### config.mk
export PLATFORM = sky130hd
export DESIGN_NAME = fir_q31_ctrl
export DESIGN_NICKNAME = d
export VERILOG_FILES = /design/src/rtl/core/fir_q31_pkg.sv /design/src/rtl/core/fir_q31_ctrl.sv
export VERILOG_INCLUDE_DIRS = /design/src /design/src/rtl/core
export SDC_FILE = /design/constraint.sdc
export NUM_CORES = 1
export LEC_CHECK = 0
export ABC_AREA = 0
export ABC_CLOCK_PERIOD_IN_PS = 4600
export BUFFER_PORTS_ARGS = -buffer_cell sky130_fd_sc_hd__buf_2
export CORE_MARGIN = 2
export CORE_UTILIZATION = 45
export CTS_CLUSTER_SIZE = 8
export DETAILED_ROUTE_END_ITERATION = 8
export PLACE_DENSITY = 0.75
export REMOVE_ABC_BUFFERS = 1
export SLEW_MARGIN = 20
export SYNTH_ARGS = -nofsm -noshare
export SYNTH_HDL_FRONTEND = slang
export SYNTH_SLANG_ARGS = --single-unit
### constraint.sdc
create_clock -name clock -period 4.6 [get_ports clock]
set_input_delay 0.23 -clock clock [delete_from_list [all_inputs] [get_ports clock]]
set_output_delay 0.23 -clock clock [all_outputs]
set_load 0.01 [all_outputs]
### src/rtl/core/fir_filter_q31_mac_macros.svh
// Assertion macros for the fir_filter_q31_mac block.
// Included by the modules that check their own logic; no other dependencies.
`ifndef FIR_FILTER_Q31_MAC_MACROS_SVH
`define FIR_FILTER_Q31_MAC_MACROS_SVH
`ifndef SYNTHESIS
// A property that must hold at every rising clock edge outside reset.
`define FIR_ASSERT(label, clk, rst, prop, msg) \
   label: assert property (@(posedge clk) disable iff (rst) prop) else $error(msg);
// A condition that must never be true outside reset.
`define FIR_ASSERT_NEVER(label, clk, rst, cond, msg) \
   `FIR_ASSERT(label, clk, rst, !(cond), msg)
`else
`define FIR_ASSERT(label, clk, rst, prop, msg)
`define FIR_ASSERT_NEVER(label, clk, rst, cond, msg)
`endif
`endif

### src/rtl/core/fir_q31_pkg.sv
// Shared types, constants and command structs of the Q1.31 FIR filter.
// Used by the controller, the datapath and the top level; depends on nothing else.
package fir_q31_pkg;

   // Filter length and the widths that follow from it.
   localparam int TAPS   = 1024;
   localparam int TAP_AW = (TAPS > 1) ? $clog2(TAPS) : 1;
   localparam int CNT_W  = $clog2(TAPS + 1);
   localparam logic [31:0] TAPS_U32 = 32'(TAPS);
   localparam logic [TAP_AW-1:0] LAST_TAP = TAP_AW'(TAPS - 1);

   // Item kinds.
   localparam logic KIND_SAMPLE = 1'b0;
   localparam logic KIND_COEF   = 1'b1;

   // Configuration port layout.
   localparam int CSR_AW    = 3;
   localparam int REG_IDX_W = CSR_AW - 2;
   localparam logic [REG_IDX_W-1:0] REG_OUTPUT_SHIFT = '0;
   localparam logic [5:0] SHIFT_RESET = 6'd28;

   typedef struct packed {
      logic               kind;
      logic signed [31:0] sample_in;
      logic [9:0]         coef_index;
      logic signed [31:0] coef_value;
   } req_payload_type;

   typedef struct packed {
      logic signed [31:0] sample_out;
      logic               saturated;
   } rsp_payload_type;

   typedef enum logic [1:0] {
      ST_IDLE,
      ST_RUN,
      ST_DRAIN,
      ST_FINISH
   } fir_state_type;

   // Commands from the controller to the datapath.
   typedef struct packed {
      logic              load_coef;
      logic              push_sample;
      logic              tap_issue;
      logic [TAP_AW-1:0] tap;
      logic              load_result;
   } fir_cmd_type;

   // Status from the datapath to the controller.
   typedef struct packed {
      logic pipe_busy;
      logic out_free;
   } fir_status_type;

endpackage

### src/rtl/core/fir_q31_ctrl.sv
// Controller of the FIR filter: accepts items and sequences the taps.
// Depends on fir_q31_pkg and the assertion macros header.
`include "fir_filter_q31_mac_macros.svh"
module fir_q31_ctrl (
   input  logic                        clock,
   input  logic                        reset,
   input  logic                        req_valid,
   input  logic                        req_kind,
   output logic                        req_stall,
   input  fir_q31_pkg::fir_status_type status,
   output fir_q31_pkg::fir_cmd_type    cmd
);
   import fir_q31_pkg::*;

   fir_state_type     state_ff, state_in;
   logic [TAP_AW-1:0] tap_ff, tap_in;
   logic              accept;

   // Items are taken only while no sample is in flight.
   assign accept = req_valid && !req_stall;

   // Next state and tap counter.
   always_comb begin
      state_in = state_ff;
      tap_in   = tap_ff;
      unique case (state_ff)
         ST_IDLE: begin
            if (accept && req_kind == KIND_SAMPLE) begin
               state_in = ST_RUN;
               tap_in   = '0;
            end
         end
         ST_RUN: begin
            if (tap_ff == LAST_TAP) begin
               state_in = ST_DRAIN;
            end else begin
               tap_in = tap_ff + TAP_AW'(1);
            end
         end
         ST_DRAIN: begin
            if (!status.pipe_busy) begin
               state_in = ST_FINISH;
            end
         end
         ST_FINISH: begin
            if (status.out_free) begin
               state_in = ST_IDLE;
            end
         end
         default: begin
            state_in = ST_IDLE;
         end
      endcase
   end

   // Outputs to the handshake and the datapath.
   always_comb begin
      req_stall       = 1'b1;
      cmd.load_coef   = 1'b0;
      cmd.push_sample = 1'b0;
      cmd.tap_issue   = 1'b0;
      cmd.tap         = tap_ff;
      cmd.load_result = 1'b0;
      unique case (state_ff)
         ST_IDLE: begin
            req_stall       = 1'b0;
            cmd.load_coef   = req_valid && req_kind == KIND_COEF;
            cmd.push_sample = req_valid && req_kind == KIND_SAMPLE;
         end
         ST_RUN: begin
            cmd.tap_issue = 1'b1;
         end
         ST_DRAIN: begin
         end
         ST_FINISH: begin
            cmd.load_result = status.out_free;
         end
         default: begin
         end
      endcase
   end

   // State registers.
   always_ff @(posedge clock) begin
      if (reset) begin
         state_ff <= ST_IDLE;
         tap_ff   <= '0;
      end else begin
         state_ff <= state_in;
         tap_ff   <= tap_in;
      end
   end

   `FIR_ASSERT(a_sample_starts_run, clock, reset, (accept && req_kind == KIND_SAMPLE) |=> (state_ff == ST_RUN), "sample item did not start a run")
   `FIR_ASSERT(a_last_tap_drains, clock, reset, (state_ff == ST_RUN && tap_ff == LAST_TAP) |=> (state_ff == ST_DRAIN), "run did not end after the last tap")
   `FIR_ASSERT(a_finish_waits, clock, reset, (state_ff == ST_FINISH && !status.out_free) |=> (state_ff == ST_FINISH), "result dropped while output was full")

endmodule

==> impl_metrics.json <==
{
  "drt_pre_antenna_iters": 4,
  "p_leak_nw": 0.388,
  "multi_input_area_um2": 512,
  "synth-seq-area-share": 0.299,
  "port_buffers": 20,
  "fin_crit_sh": 0.391,
  "post-cts-setup-buffers": 0,
  "fmax_mhz": 557,
  "drtIter0Drc": 20,
  "postSynthAreaPerCell_um2": 8.56,
  "design_area_um2": 936,
  "maxCapViolCount": 0,
  "power_density_nw_per_um2": 341,
  "clockBufferDepth": 2,
  "synthCells": 94,
  "overflow": 0,
  "dpl_cell_area_um2": 913,
  "fin_skew_ns": 0.00255,
  "fp.dieArea_um2": 2140,
  "cts_sinks": 12,
  "drive_above_1_share": 0.281,
  "fin_nets": 127,
  "ir_worst_vdd_v": 0.000195,
  "seqCellArea_um2": 240,
  "antenna_found_initial": 0,
  "criticalPathCategory": "reg -> reg",
  "initial_core_util": 0.471,
  "rsz0062_at_grt": "no",
  "cts_buffers": 3,
  "place_congestion": 0.890,
  "slew_headroom": 0.705,
  "cp_num_buf_inv": 0,
  "grt_pass1_vias": 724,
  "setup_viol": 0,
  "ys_warn_count": 0,
  "cts_root_buf": "clkbuf_4",
  "synth_cell_types": 41,
  "ios": 21,
  "nFillCells": 167,
  "critPathSlowestCell": "dfxtp_1",
  "cts_max_level": 1,
  "worst_pin_slew_ns": 0.442,
  "cp-start-kind": "flip-flop",
  "finalSetupTns_ns": 0,
  "antenna_left": 0,
  "period_needed_ns": 1.80,
  "path_delay_family": "simple AND/OR/NAND/NOR gates",
  "worstPathRequired_ns": 4.77,
  "clock_latency_ns": 0.27,
  "path_cells": "ha_1 > and4_1 > nand3_2 > and3_1 > a41o_1",
  "max_stage_delay_ns": 0.43,
  "cp_max_fo": 8,
  "viasPerCell": 6.01,
  "hp-class": "in -> reg",
  "end_kind": "flip-flop",
  "grt_pass1_wl_mm": 3.17,
  "status": "finished clean",
  "die_h_um": 46.3,
  "wl_mm": 1.91,
  "grt.total_usage": 0.206,
  "vias": 835,
  "dieWidth_um": 46.3,
  "clkTransAtPathRegs_ns": 0.06,
  "ys_ff_latch": 12,
  "grt_max_degree": 13,
  "cts_hold_buf": 0,
  "cts_tree": "built",
  "n_antenna_cell": 0,
  "final_util": 0.548,
  "route.detailed.drc": 0,
  "arrival_ns": 1.97,
  "post_cts_resized": 0,
  "final_hold_viol_count": 0,
  "rows": 15,
  "wl_per_cell_um": 13.7,
  "drv_slew": 0,
  "hpwl_mm": 1.45,
  "syn_area_um2": 805,
  "synthToLayoutAreaGrowth_pct": 16.3,
  "core_area_um2": 1710
}
-- layout by cell type, fill, tap and decap left out, types with 4 or more instances in the layout --
master and instances:
inv_1 8, nand2_1 6, a31oi_1 4, nand3_1 6
buf_2 20, ha_1 5, dfxtp_1 12, a21oi_1 6
-- worst register-to-register path, cell delays in order, from the launching register on --
cell and delay, ns:
dfxtp_1 0.43, ha_1 0.24, and4_1 0.41, nand3_2 0.21, and3_1 0.21, a41o_1 0.19
-- power breakdown --
group / switching [mW] / total [mW] / leakage (nW) / internal [mW]
Combinational: 0.0844 / 0.133 / 0.277 / 0.0490
Sequential: 0.0100 / 0.122 / 0.0970 / 0.112
Clock: 0.0330 / 0.0633 / 0.0138 / 0.0304
Total: 0.127 / 0.319 / 0.388 / 0.192
-- cells by family after synthesis --
group           count (synthesis)  synth area share
flops                          12             0.299
fa+ha+maj                       5            0.0778
compound gates                 28             0.275
buf+inv                        11            0.0653
simple gates                   38             0.283
-- cells in the mapped netlist --
cell type / count / share of area
a31oi_2: 1 / 0.016
a31oi_1: 4 / 0.031
a21oi_2: 1 / 0.011
or2_1: 1 / 0.0078
nand2b_1: 1 / 0.0078
inv_1: 8 / 0.037
o211ai_1: 3 / 0.028
o311ai_0: 2 / 0.022
a211oi_1: 1 / 0.0093
a221o_1: 1 / 0.012
dfxtp_1: 12 / 0.30
o311ai_1: 1 / 0.011
and3b_1: 1 / 0.011
o41ai_1: 2 / 0.022
buf_4: 1 / 0.0093
o32ai_1: 1 / 0.011
clkbuf_1: 1 / 0.0047
and3_4: 1 / 0.014
buf_6: 1 / 0.014
or2_2: 1 / 0.0078
nand3_2: 1 / 0.012
ha_1: 5 / 0.078
and2_1: 1 / 0.0078
nand3_1: 6 / 0.037
o41ai_2: 1 / 0.020
a41oi_1: 1 / 0.011
nor2b_1: 2 / 0.016
a41o_1: 1 / 0.012
nand4b_1: 2 / 0.022
o21ai_0: 1 / 0.0062
a21oi_1: 6 / 0.037
nor3b_1: 1 / 0.0093
and3_1: 3 / 0.023
nor2_1: 3 / 0.014
and4_1: 1 / 0.011
nor2_2: 1 / 0.0078
nand2_1: 6 / 0.028
nand4_1: 2 / 0.016
and4_2: 1 / 0.012
a211oi_2: 1 / 0.016
nor3_1: 3 / 0.019
-- layer usage --
layer	global-route usage	share of wire	vias up
li1	-	-	407
met3	0.0667	0.053	9
met4	0.0971	0.024	0
met1	0.246	0.45	391
met2	0.331	0.47	28
met5	0	0	-
-- final cells by class --
class | count | share of cell area
multi-input combinational | 71 | 0.547
sequential | 12 | 0.257
timing repair buffer | 20 | 0.107
clock buffer | 3 | 0.0241
tap | 25 | 0.0334
inverter | 8 | 0.0321
-- stage by stage --
stage,setup WS [ns],total power [mW],hold WS (ns),cells
3_3_place_gp,2.88,0.253,0.531,136
2_1_floorplan,2.99,0.218,0.295,91
3_5_place_dp,2.85,0.258,0.540,136
6_report,2.80,0.319,0.293,139
5_1_grt,2.70,0.346,0.307,139
4_1_cts,2.84,0.322,0.286,139
-- state kept, by name (all words and copies together) (netlist names) --
| name | count |
|---|---|
| tap_ff | 10 |
| state_ff | 2 |
-- worst paths after layout --
kind | cells past startpoint | to | slack [ns] | start
setup / recovery | 5 | tap_ff[2] | 2.80 | tap_ff[0]
hold / removal | 2 | tap_ff[0] | 0.29 | reset
setup reg to reg | 5 | tap_ff[2] | 2.80 | tap_ff[0]
hold reg to reg | 2 | tap_ff[1] | 0.55 | tap_ff[1]
No activity file was read; power rests on OpenSTA's default activity.
